`src/hdl/cmas_pkg.sv`:
```
package cmas_pkg;

  // Defaults for the top-level parameters.
  localparam int DEF_MAX_HALF_WIDTH = 15;
  localparam int DEF_SAMPLE_BITS    = 24;

  // The window setting register is a fixed 5-bit field.
  localparam int              WP_BITS  = 5;
  localparam logic [WP_BITS-1:0] WP_RESET = 5'd2;

  typedef enum logic [2:0] {
    ST_IDLE,
    ST_DECIDE,
    ST_SUM,
    ST_DIV,
    ST_LOAD
  } cmas_state_t;

  // Commands from the controller to the datapath.
  typedef struct packed {
    logic accept;
    logic setup;
    logic sum;
    logic div_init;
    logic div_step;
    logic load;
  } cmas_cmd_t;

  // Status from the datapath back to the controller.
  typedef struct packed {
    logic emit_now;
    logic more_after;
    logic sum_done;
    logic div_done;
    logic out_free;
  } cmas_sts_t;

endpackage

```
`src/hdl/cmas_ctrl.sv`:
```
module cmas_ctrl (
  input  logic                clk,
  input  logic                rst_n,
  input  logic                in_valid,
  output logic                in_ready,
  input  cmas_pkg::cmas_sts_t sts,
  output cmas_pkg::cmas_cmd_t cmd
);
  import cmas_pkg::*;

  cmas_state_t state_r, state_nxt;

  always_ff @(posedge clk) begin
    if (!rst_n) begin
      state_r <= ST_IDLE;
    end else begin
      state_r <= state_nxt;
    end
  end

  always_comb begin
    state_nxt = state_r;
    cmd       = '0;
    in_ready  = 1'b0;
    case (state_r)
      ST_IDLE: begin
        in_ready = 1'b1;
        if (in_valid) begin
          cmd.accept = 1'b1;
          state_nxt  = ST_DECIDE;
        end
      end
      ST_DECIDE: begin
        if (sts.emit_now) begin
          cmd.setup = 1'b1;
          state_nxt = ST_SUM;
        end else begin
          state_nxt = ST_IDLE;
        end
      end
      ST_SUM: begin
        cmd.sum = 1'b1;
        if (sts.sum_done) begin
          cmd.div_init = 1'b1;
          state_nxt    = ST_DIV;
        end
      end
      ST_DIV: begin
        if (sts.div_done) begin
          state_nxt = ST_LOAD;
        end else begin
          cmd.div_step = 1'b1;
        end
      end
      ST_LOAD: begin
        if (sts.out_free) begin
          cmd.load  = 1'b1;
          state_nxt = sts.more_after ? ST_DECIDE : ST_IDLE;
        end
      end
      default: begin
        state_nxt = ST_IDLE;
      end
    endcase
  end

endmodule

```
`src/hdl/cmas_datapath.sv`:
```
module cmas_datapath #(
  parameter int MAX_HALF_WIDTH = 15,
  parameter int SAMPLE_BITS    = 24
) (
  input  logic                         clk,
  input  logic                         rst_n,
  input  cmas_pkg::cmas_cmd_t          cmd,
  output cmas_pkg::cmas_sts_t          sts,
  input  logic [SAMPLE_BITS-1:0]       in_sample,
  input  logic                         in_last,
  input  logic [cmas_pkg::WP_BITS-1:0] window_points,
  output logic                         out_valid,
  input  logic                         out_ready,
  output logic [SAMPLE_BITS-1:0]       out_smoothed,
  output logic                         out_run_last,
  output logic                         out_set_done
);
  import cmas_pkg::*;

  localparam int RING_DEPTH = 2 * MAX_HALF_WIDTH + 2;
  localparam int AW   = $clog2(RING_DEPTH);
  localparam int PW   = $clog2(MAX_HALF_WIDTH + 2);
  localparam int HW   = $clog2(MAX_HALF_WIDTH + 1);
  localparam int LW   = $clog2(2 * MAX_HALF_WIDTH + 2);
  localparam int SUMW = SAMPLE_BITS + $clog2(2 * MAX_HALF_WIDTH + 1);
  localparam int NW   = SUMW + 1;
  localparam int DVW  = HW + 2;
  localparam int CW   = $clog2(NW + 1);

  // Sample store and set bookkeeping.
  logic signed [SAMPLE_BITS-1:0] ring [RING_DEPTH];
  logic [AW-1:0] write_pos_r;
  logic [AW-1:0] newest_r;
  logic [PW-1:0] pending_r;
  logic [HW-1:0] sat_r;
  logic          last_r;

  // Window sum.
  logic [AW-1:0]                 rd_addr_r;
  logic [LW-1:0]                 rd_left_r;
  logic                          rd_vld_r;
  logic signed [SAMPLE_BITS-1:0] rd_data_r;
  logic signed [SUMW-1:0]        acc_r;
  logic [HW-1:0]                 h_r;

  // Restoring divider; the quotient shifts into num_r.
  logic [NW-1:0]  num_r;
  logic [DVW-1:0] divisor_r;
  logic [DVW-1:0] rem_r;
  logic [CW-1:0]  cnt_r;
  logic           neg_r;

  // Output register.
  logic                   out_valid_r;
  logic [SAMPLE_BITS-1:0] out_data_r;
  logic                   out_run_last_r;
  logic                   out_set_done_r;

  logic [HW-1:0]   p_eff;
  logic [HW-1:0]   h_now;
  logic            emit_now;
  logic [PW-1:0]   pending_after;
  logic [HW-1:0]   sat_after;
  logic            more_after;
  logic [AW:0]     span;
  logic [AW:0]     start_raw;
  logic [AW-1:0]   start_addr;
  logic [SUMW-1:0] mag;
  logic [DVW:0]    rem_sh;
  logic            q_bit;
  logic [NW-1:0]   q_signed;

  function automatic logic [HW-1:0] hmin(input logic [HW-1:0] a, input logic [HW-1:0] b);
    hmin = (a < b) ? a : b;
  endfunction

  // A result is owed when the oldest pending sample has its full window,
  // or at the end of a set whenever anything is still pending.
  function automatic logic can_emit(input logic [PW-1:0] pnd, input logic [HW-1:0] sat,
                                    input logic [HW-1:0] pv, input logic lst);
    logic [HW-1:0] hm;
    hm = hmin(sat, pv);
    can_emit = (pnd != '0) && (lst || (32'(pnd) >= 32'(hm) + 1));
  endfunction

  always_comb begin
    if (32'(window_points[WP_BITS-1:1]) > MAX_HALF_WIDTH) begin
      p_eff = HW'(MAX_HALF_WIDTH);
    end else begin
      p_eff = HW'(window_points[WP_BITS-1:1]);
    end
  end

  always_comb begin
    h_now = hmin(sat_r, p_eff);
    if (last_r && pending_r != '0 && 32'(h_now) > 32'(pending_r) - 1) begin
      h_now = HW'(pending_r - PW'(1));
    end
    emit_now      = can_emit(pending_r, sat_r, p_eff, last_r);
    pending_after = pending_r - PW'(1);
    sat_after     = (32'(sat_r) < MAX_HALF_WIDTH) ? sat_r + HW'(1) : sat_r;
    more_after    = can_emit(pending_after, sat_after, p_eff, last_r);
  end

  // Oldest sample of the window lies (center + h) slots behind the newest one.
  always_comb begin
    span      = (AW+1)'(pending_r - PW'(1)) + (AW+1)'(h_now);
    start_raw = {1'b0, newest_r} + (AW+1)'(RING_DEPTH) - span;
    if (start_raw >= (AW+1)'(RING_DEPTH)) begin
      start_addr = AW'(start_raw - (AW+1)'(RING_DEPTH));
    end else begin
      start_addr = AW'(start_raw);
    end
  end

  always_comb begin
    mag      = acc_r[SUMW-1] ? SUMW'(-acc_r) : SUMW'(acc_r);
    rem_sh   = {rem_r, num_r[NW-1]};
    q_bit    = (rem_sh >= {1'b0, divisor_r});
    q_signed = neg_r ? -num_r : num_r;
  end

  // Ring write on accept, registered read during the sum.
  always_ff @(posedge clk) begin
    if (cmd.accept) begin
      ring[write_pos_r] <= signed'(in_sample);
    end
    if (cmd.sum && rd_left_r != '0) begin
      rd_data_r <= ring[rd_addr_r];
    end
  end

  always_ff @(posedge clk) begin
    if (!rst_n) begin
      write_pos_r <= '0;
      pending_r   <= '0;
      sat_r       <= '0;
      rd_vld_r    <= 1'b0;
      cnt_r       <= '0;
      out_valid_r <= 1'b0;
    end else begin
      if (cmd.accept) begin
        write_pos_r <= (write_pos_r == AW'(RING_DEPTH - 1)) ? '0 : write_pos_r + AW'(1);
        if (32'(pending_r) < MAX_HALF_WIDTH + 1) begin
          pending_r <= pending_r + PW'(1);
        end
      end
      if (cmd.setup) begin
        rd_vld_r <= 1'b0;
      end else if (cmd.sum) begin
        rd_vld_r <= (rd_left_r != '0);
      end
      if (cmd.div_init) begin
        cnt_r <= CW'(NW);
      end else if (cmd.div_step) begin
        cnt_r <= cnt_r - CW'(1);
      end
      if (cmd.load) begin
        out_valid_r <= 1'b1;
        if (!more_after && last_r) begin
          pending_r <= '0;
          sat_r     <= '0;
        end else begin
          pending_r <= pending_after;
          sat_r     <= sat_after;
        end
      end else if (out_ready) begin
        out_valid_r <= 1'b0;
      end
    end
  end

  always_ff @(posedge clk) begin
    if (cmd.accept) begin
      newest_r <= write_pos_r;
      last_r   <= in_last;
    end
    if (cmd.setup) begin
      h_r       <= h_now;
      rd_addr_r <= start_addr;
      rd_left_r <= LW'({h_now, 1'b1});
      acc_r     <= '0;
    end else if (cmd.sum) begin
      if (rd_left_r != '0) begin
        rd_addr_r <= (rd_addr_r == AW'(RING_DEPTH - 1)) ? '0 : rd_addr_r + AW'(1);
        rd_left_r <= rd_left_r - LW'(1);
      end
      if (rd_vld_r) begin
        acc_r <= acc_r + SUMW'(rd_data_r);
      end
    end
    // Round to nearest, ties away: floor((2|s| + d) / 2d) with d = 2h + 1.
    if (cmd.div_init) begin
      num_r     <= {mag, 1'b0} + NW'({h_r, 1'b1});
      divisor_r <= {h_r, 1'b1, 1'b0};
      rem_r     <= '0;
      neg_r     <= acc_r[SUMW-1];
    end else if (cmd.div_step) begin
      rem_r <= q_bit ? DVW'(rem_sh - {1'b0, divisor_r}) : DVW'(rem_sh);
      num_r <= {num_r[NW-2:0], q_bit};
    end
    if (cmd.load) begin
      out_data_r     <= q_signed[SAMPLE_BITS-1:0];
      out_run_last_r <= !more_after;
      out_set_done_r <= !more_after && last_r;
    end
  end

  assign sts.emit_now   = emit_now;
  assign sts.more_after = more_after;
  assign sts.sum_done   = (rd_left_r == '0) && !rd_vld_r;
  assign sts.div_done   = (cnt_r == '0);
  assign sts.out_free   = !out_valid_r || out_ready;

  assign out_valid    = out_valid_r;
  assign out_smoothed = out_data_r;
  assign out_run_last = out_run_last_r;
  assign out_set_done = out_set_done_r;

endmodule

```
`src/hdl/centered_moving_average_smoother.sv`:
```
// Centered moving-average smoother for signed fixed-point data sets.
// Input stream: in_tdata carries one sample, in_tlast marks the final sample
// of a set. Output stream: out_tdata carries the window mean, out_tlast marks
// the last word caused by one input word, and out_tuser flags the final word
// of the whole set. cfg_data sets the window length; half width is half of
// it, capped at MAX_HALF_WIDTH. Write it only while the block is idle.
// The block works on one input word at a time: it takes the word and decides.
// Each output then reads the window from the single-port sample ring and
// accumulates the window sum, runs the bit-serial divider, and decides and
// loads. The window sum is SUMW = SAMPLE_BITS + clog2(2 * MAX_HALF_WIDTH + 1)
// bits wide. An output register parts the two streams, so the next input
// word is taken while a result still waits; a stalled receiver holds the
// block only when a further result is ready to load. Synchronous reset
// clears the set state and the output valid; the ring needs no clearing.
module centered_moving_average_smoother #(
  parameter int MAX_HALF_WIDTH = cmas_pkg::DEF_MAX_HALF_WIDTH,
  parameter int SAMPLE_BITS    = cmas_pkg::DEF_SAMPLE_BITS
) (
  input  logic                                     clk,
  input  logic                                     rst_n,
  // Input stream; tdata fields from bit 0: sample, zero pad.
  input  logic                                     in_tvalid,
  output logic                                     in_tready,
  input  logic [((SAMPLE_BITS + 7) / 8) * 8 - 1:0] in_tdata,
  input  logic                                     in_tlast,
  // Result stream; tdata fields from bit 0: smoothed, zero pad.
  output logic                                     out_tvalid,
  input  logic                                     out_tready,
  output logic [((SAMPLE_BITS + 7) / 8) * 8 - 1:0] out_tdata,
  output logic                                     out_tlast,
  // tuser fields from bit 0: set_done.
  output logic [0:0]                               out_tuser,
  // Window setting write channel.
  input  logic                                     cfg_valid,
  output logic                                     cfg_ready,
  input  logic [cmas_pkg::WP_BITS-1:0]             cfg_data
);
  import cmas_pkg::*;

  localparam int TDATA_W = ((SAMPLE_BITS + 7) / 8) * 8;

  logic [WP_BITS-1:0]     window_points_r;
  cmas_cmd_t              cmd;
  cmas_sts_t              sts;
  logic [SAMPLE_BITS-1:0] smoothed;
  logic                   set_done;

  // The window register takes a write in any cycle.
  assign cfg_ready = 1'b1;

  always_ff @(posedge clk) begin
    if (!rst_n) begin
      window_points_r <= WP_RESET;
    end else if (cfg_valid) begin
      window_points_r <= cfg_data;
    end
  end

  cmas_ctrl u_ctrl (
    .clk      (clk),
    .rst_n    (rst_n),
    .in_valid (in_tvalid),
    .in_ready (in_tready),
    .sts      (sts),
    .cmd      (cmd)
  );

  cmas_datapath #(
    .MAX_HALF_WIDTH (MAX_HALF_WIDTH),
    .SAMPLE_BITS    (SAMPLE_BITS)
  ) u_datapath (
    .clk           (clk),
    .rst_n         (rst_n),
    .cmd           (cmd),
    .sts           (sts),
    .in_sample     (in_tdata[SAMPLE_BITS-1:0]),
    .in_last       (in_tlast),
    .window_points (window_points_r),
    .out_valid     (out_tvalid),
    .out_ready     (out_tready),
    .out_smoothed  (smoothed),
    .out_run_last  (out_tlast),
    .out_set_done  (set_done)
  );

  // Zero-extend the mean to whole bytes.
  assign out_tdata = TDATA_W'(smoothed);
  assign out_tuser = set_done;

endmodule

```
`config.mk`:
```
export PLATFORM = sky130hd
export DESIGN_NAME = centered_moving_average_smoother
export DESIGN_NICKNAME = d
export VERILOG_FILES = /design/src/hdl/cmas_pkg.sv /design/src/hdl/cmas_ctrl.sv /design/src/hdl/cmas_datapath.sv /design/src/hdl/centered_moving_average_smoother.sv
export SDC_FILE = /design/constraint.sdc
export NUM_CORES = 1
export LEC_CHECK = 0
export BUFFER_PORTS_ARGS = -buffer_cell sky130_fd_sc_hd__buf_2
export CORE_MARGIN = 5
export CORE_UTILIZATION = 55
export DETAILED_ROUTE_END_ITERATION = 10
export HOLD_SLACK_MARGIN = 0.08
export PLACE_DENSITY = 0.74
export SLEW_MARGIN = 40
export SYNTH_ARGS = -nofsm -noshare
export SYNTH_HDL_FRONTEND = slang
export SYNTH_SLANG_ARGS = --single-unit
```
`constraint.sdc`:
```
create_clock -name clk -period 4.65 [get_ports clk]
set_clock_uncertainty 0.05 [all_clocks]
set_input_delay 0.465 -clock clk [delete_from_list [all_inputs] [get_ports clk]]
set_output_delay 0.465 -clock clk [all_outputs]
set_load 0.01 [all_outputs]
```
* After elaboration in Yosys (flattened, before gate mapping)
Memory sizes are Yosys's and may differ from the RTL's. A register that Yosys moved wholly into a read port is not among the register bits.
Index checks and enable logic that the tools add are counted.
** Word-level totals
- Logic and storage cells :: 143
- Flip-flop bits (word level) :: 145
- RAM bits :: 768
- Memories :: 1
- Input bits :: 35
- Output and inout port bits :: 29
** Memory list
- u_datapath.ring :: words 32, width 24, rd ports 1, clocked after memory_dff 1, write ports 1, RTL line cmas_datapath.sv:31 : logic signed [SAMPLE_BITS-1:0] ring [RING_DEPTH];
** Cells by class
- Mux-type cells :: 47
- $lt $le $gt $ge :: 9
- Bitwise logic cells :: 1
- Reductions and logical operators :: 32
- Equality and inequality tests :: 10
- $add $sub $neg :: 20
** Operator list (count)
- $mux W5 :: 15
- $ge A5 B32 Y1 :: 2
- $mux W30 :: 2
- $gt A4 B32 Y1 :: 1
- $add A30 B5 Y30 :: 1
- $add A29 B24 Y29 :: 1
- $mux W29 :: 1
- $neg A29 Y29 :: 1
- $mux W24 :: 1
- $neg A24 Y24 :: 1
- $mux W4 :: 5
- $sub A5 B1 Y5 const B :: 4
- $add A5 B1 Y5 const B :: 3
- $mux W1 :: 15
- $pmux W3 S5 :: 1
- $reduce_bool A5 Y1 :: 3
- $mux W3 :: 4
- $reduce_bool A2 Y1 :: 6
- $sub A5 B1 Y6 const B :: 2
- $sub A6 B6 Y6 :: 2
- $add A4 B1 Y5 const B :: 2
- $eq A5 B5 Y1 const B :: 2
- $logic_not A5 Y1 :: 2
- $lt A4 B4 Y1 :: 2
- 21 further kinds :: 40

* Longest topological paths before layout
- Depth in word-level cells :: 12
- Mapped depth :: 22
- Gate-level depth less buffers :: 22

* Cells and area by module
From an unflattened synthesis, not the netlist that was laid out.
** Unflattened totals
- Cell total of the unflattened synthesis :: 2699
- Area total of the unflattened synthesis :: 40869.2 µm²
** Modules (own cells, without submodules)
- cmas_datapath :: sequential area each 27326.2 µm², area each 40435.0 µm², instances 1, cells each 2654
- cmas_ctrl :: sequential area each 60.1 µm², area each 232.7 µm², instances 1, cells each 27
- centered_moving_average_smoother :: sequential area each 100.1 µm², area each 201.4 µm², instances 1, cells each 18

* Worst setup path after synthesis
No wires, ideal clock.
- Kind :: reg2reg
- Start :: register window_points_r[2]
- End :: register u_datapath.rd_addr_r[4], data pin
- Arrival :: 4.611 ns
- Required time :: 4.340 ns
- Cell stages (with the launch flop) :: 22
- Path slack :: -0.271 ns
- Clock period less this slack :: 4.921 ns
- Cell sequence :: dfxtp_1 > inv_1 > ha_1 > a21o_1 > a21o_1 > a21oi_1 > mux2i_1 > inv_1 > ha_1 > nor2b_1 > o21ai_0 > nand2b_1 > a21oi_1 > a311o_1 > mux2i_1 > fa_1 > ha_1 > ha_1 > a21o_1 > a21oi_1 > xnor2_1 > mux2_2
** Between the ends
- Word-level cells in the longest chain between the ends :: 10
** RTL lines
- start, declared :: RTL line centered_moving_average_smoother.sv:42 : logic [WP_BITS-1:0] window_points_r;
- start signal, assigned :: RTL line centered_moving_average_smoother.sv:55 : window_points_r <= cfg_data;
- $lt A4 B4 Y1 :: RTL line cmas_datapath.sv:74 : hmin = (a < b) ? a : b;
- $mux W4 (*) :: RTL line cmas_datapath.sv:74
- $gt A4 B32 Y1 :: RTL line cmas_datapath.sv:96 : if (last_r && pending_r != '0 && 32'(h_now) > 32'(pending_r) - 1) begin
- $logic_and A1 B1 Y1 :: RTL line cmas_datapath.sv:96
- $mux W4 :: RTL line cmas_datapath.sv:96
- $add A6 B4 Y6 :: RTL line cmas_datapath.sv:107 : span = (AW+1)'(pending_r - PW'(1)) + (AW+1)'(h_now);
- $sub A6 B6 Y6 :: RTL line cmas_datapath.sv:108 : start_raw = {1'b0, newest_r} + (AW+1)'(RING_DEPTH) - span;
- $sub A5 B1 Y5 / $ge A6 B6 Y1 (equally long branches) :: RTL line cmas_datapath.sv:110, cmas_datapath.sv:109
- $mux W5 :: RTL line cmas_datapath.sv:109 : if (start_raw >= (AW+1)'(RING_DEPTH)) begin
- $mux W5 (*) :: RTL line cmas_datapath.sv:178 : if (cmd.setup) begin
- end signal, assigned :: RTL line cmas_datapath.sv:180 : rd_addr_r <= start_addr;
- end signal, assigned :: RTL line cmas_datapath.sv:185 : rd_addr_r <= (rd_addr_r == AW'(RING_DEPTH - 1)) ? '0 : rd_addr_r + AW'(1);
- end, declared :: RTL line cmas_datapath.sv:39 : logic [AW-1:0] rd_addr_r;
Every way passes the cells marked *; elsewhere a longest branch is shown, timed or not.
A chain may end at the register's enable or synchronous reset.

* Worst setup path after layout
- Start :: register window_points_r[2]
- End :: register u_datapath.rd_addr_r[4], data pin
** Between the ends
- Word-level cells in the longest chain between the ends :: 10
** RTL lines
- $lt A4 B4 Y1 :: RTL line cmas_datapath.sv:74
- $mux W4 (*) :: RTL line cmas_datapath.sv:74
- $gt A4 B32 Y1 :: RTL line cmas_datapath.sv:96
- $logic_and A1 B1 Y1 :: RTL line cmas_datapath.sv:96
- $mux W4 (*) :: RTL line cmas_datapath.sv:96
- named net u_datapath.h_now[1] :: RTL line cmas_datapath.sv:60 : logic [HW-1:0] h_now;
- $add A6 B4 Y6 (*) :: RTL line cmas_datapath.sv:107
- $sub A6 B6 Y6 (*) :: RTL line cmas_datapath.sv:108
- $sub A5 B1 Y5 / $ge A6 B6 Y1 (equally long branches) :: RTL line cmas_datapath.sv:110, cmas_datapath.sv:109
- $mux W5 (*) :: RTL line cmas_datapath.sv:109
- $mux W5 (*) :: RTL line cmas_datapath.sv:178
Mark *: on every way through the listed nets, which the timed path passes. The rest lies on a longest branch.

==> metrics.md <==
| Metric | Value |
|---|---|
| Core area | `between 0.07 and 0.08 mm^2` |
| Overall routing resource usage | `between 20% and 30%` |
| Num ports | `between 60 and 70` |
| Die H | `approximately 280 um` |
| Final #Nets | `between 2,000 and 3,000` |
| Synth top area cells | `edfxtp_1 (65%), mux4_2 (13%), dfxtp_1 (3.2%), ha_1 (2.6%), xnor2_1 (1.5%)` |
| Peak supply drop | `around 370 uV` |
| Routed vias | `roughly 22,000` |
| P_leak | `around 0.015 uW` |
| Commonest non-fill, non-tap cell in the layout | `edfxtp_1` |
| Largest net degree at the start of global routing | `approximately 110` |
| Pre-antenna DRT Iters | `5` |
| Final Worst Setup Slack | `-0.129 ns` |
| DRT iter0 DRCs | `2,367` |
| Total routed wirelength | `roughly 95,000 um` |
| Grt met3 use | `4.25%` |
| Gr busiest metal | `met2` |
| Setup crit end kind | `register` |
| Starting Density | `a little under three fifths` |
| Post-synth EDFFs | `872` |
| Fin util | `63.7%` |
| FMAX | `209 MHz` |
| Final HPWL DP | `about 51,000 um` |
| Mapped Area | `roughly 0.04 mm^2` |
| Number of max-cap violations | `0` |
| Most frequent cells in the layout | `edfxtp_1 (872), mux4_2 (240), nand2_1 (135)` |
| Post-layout min period | `4.78 ns` |
| Startpoint types | `register` |
| Syn. warnings | `0` |
| Die X | `roughly 280 um` |
| Max-slew violations | `0` |
| RSZ-0062 raised after global routing | `true` |
| Worst Path Class, Setup | `reg2reg` |
| Routed Antenna Nets | `0` |
| Top cell type's share of synthesized area | `between 60% and 70%` |
| Status | `finished, violations left` |
| Routed length per instance | `between 20 and 30 um` |
| Layout cells sized above 1 | `a little over a quarter` |
| H-tree depth | `3` |
| Yosys top cell by area | `edfxtp_1` |
| Netlist cell types | `79` |
| Failing checks | `negative setup slack` |
| Cells after synthesis | `about 2,300` |
| Synth Flop Type | `edfxtp_1` |
| Cell area power density | `roughly 400 mW/mm^2` |
| Period Utilization, post-route | `103%` |
| I/O Buffers | `about 60` |
| Via-to-Cell Ratio | `around 6.3` |
| Full die area | `between 0.07 and 0.08 mm^2` |
| Sink Count | `about 940` |
| Net Count, Synth | `around 2,500` |
| FF-to-FF setup slack | `-0.13 ns` |
| Clk buf depth | `3` |
| Post-synthesis sequential area ratio | `between 60 and 70%` |
| Clk slew on worst S/H paths | `0.06 ns` |
| Vias in the first global route | `around 22,000` |
| Req. time, crit path | `4.97 ns` |
| Initial antenna violation count | `5` |
| Routability cong. | `around 0.84` |
| Drt drc | `0` |
| Clk_lat worst skew | `between 0.6 and 0.7 ns` |
| GRT met2 Usage | `between 30% and 40%` |
| Met1 Use GR | `around a third` |
| #FFs+latches synth | `~940` |
| Worst Tran Pin Value | `0.822 ns` |
| HP Class | `in2reg` |
| Final setup viols | `17` |
| Grt total ovfl | `0` |
| Slew headroom | `roughly 45%` |
| Post-placement setup slack | `-0.229 ns` |
| Post-synth ARST share | `0%` |
| First-pass GRT wire length | `about 140,000 um` |
| Hold violation count in the final report | `0` |
| CTS tree | `done` |
| # rows | `between 90 and 100` |
| Synth-to-Final Area Change | `15.1%` |
| Clock tree root driver cell | `clkbuf_16` |
| Syn avg cell area | `approximately 17 um^2` |
| Crit-path max FO | `5` |
| Critical Path AT | `5.10 ns` |
| Num CTS Buffers | `94` |
registers in the layout, summed over array words and instances (netlist names), 6 cells and up:
register                 flops
u_datapath.rem_r             6
u_datapath.num_r            30
u_datapath.out_smoothed     24
u_datapath.ring            768
u_datapath.rd_data_r        24
u_datapath.acc_r            29
final timing paths:
path                                           from  cells past startpoint                    endpoint
worst min register to register  u_datapath.num_r[0]                      0  u_datapath.out_smoothed[0]
worst max register to register   window_points_r[2]                     23     u_datapath.rd_addr_r[4]
worst min-delay path                      cfg_valid                      3          window_points_r[3]
worst max-delay path             window_points_r[2]                     23     u_datapath.rd_addr_r[4]
where the power goes:
part / internal [uW] / leakage, uW / switching (uW)
Combinational: 695 / 0.00540 / 906
Sequential: 9290 / 0.00838 / 105
Clock: 4550 / 0.00155 / 3200
Total: 14500 / 0.0153 / 4210
cell usage after synthesis, drive strengths merged, types with 7 or more instances:
master and n:
nand2b 19, o41ai 7, or3 17, a21oi 78
or2 8, nor3b 10, fa 7, a211oi 10
or4 15, dfxtp 64, nor2 101, buf 27
o31ai 21, nand4 10, nand3b 10, mux2 26
and3 8, a31oi 12, xor2 30, mux2i 17
nand3 22, nor4 13, mux4 240, edfxtp 872
a21o 29, ha 82, nor2b 11, nand2 140
clkbuf 82, xnor2 69, o21a 11, nor3 34
inv 61, o21ai 82
metrics by stage:
stage / hold slack (ns) / instance area [um^2] / TNS [ns] / power, uW / std cells
global route: 0.155 / 46300 / -7.01 / 19400 / 3533
global placement: 0.393 / 42400 / -0.0821 / 11000 / 3323
floorplan: 0.370 / 40200 / 0 / 10600 / 2330
CTS: 0.139 / 45800 / -0.453 / 18800 / 3521
detailed placement: 0.389 / 42400 / -0.393 / 11100 / 3324
finish: 0.163 / 46300 / -0.614 / 18700 / 3536
critical path, stage by stage, from the launching register on:
cell	delay, ns
dfxtp_2	0.33
inv_2	0.05
ha_4	0.23
a21o_1	0.18
a21o_1	0.16
a21oi_2	0.18
mux2i_2	0.31
inv_2	0.09
ha_4	0.27
nor2b_4	0.13
o21ai_2	0.06
nand2b_1	0.08
a21oi_1	0.06
a311o_2	0.42
buf_6	0.14
mux2i_4	0.19
ha_4	0.25
inv_2	0.05
fa_2	0.44
ha_4	0.17
a21o_1	0.18
a21oi_2	0.15
xnor2_1	0.08
mux2_4	0.26
metal layers:
metal | vias up | routed length, um
met4 | 2 | 3140
met1 | 11400 | 36800
met5 | - | 13
li1 | 9674 | -
met3 | 183 | 7690
met2 | 1084 | 46900
area by class of cell:
type                            instances  area [um^2]
Fill cell                            4825        26400
Tap cell                              959         1200
Sequential cell                       936        27500
Clock buffer                          115         2470
Multi-Input combinational cell       1222        12700
Antenna cell                            3         7.51
Clock inverter                         63          737
Inverter                               63          241
Timing Repair Buffer                  175         1520
cells by family after synthesis:
logic type	after synthesis	synth area share, %
compound gates	308	4.90
xor+xnor	99	2.16
fa+ha+maj	89	2.90
buf+inv	172	1.67
flops	936	68.3
mux	283	14.6
other cells	1	0.00932
simple gates	442	5.48
what timing repair did:
action / in CTS / in global routing
buffers inserted: 12 / 10
gates resized for setup: 18 / 74
cloned: 0 / 3
pin swaps: 16 / 10
hold buffers: 7 / 0
setup endpoints to repair: 3 / 55
hold endpoints to repair: 7 / 0
No activity file was read; power rests on OpenSTA's default activity.
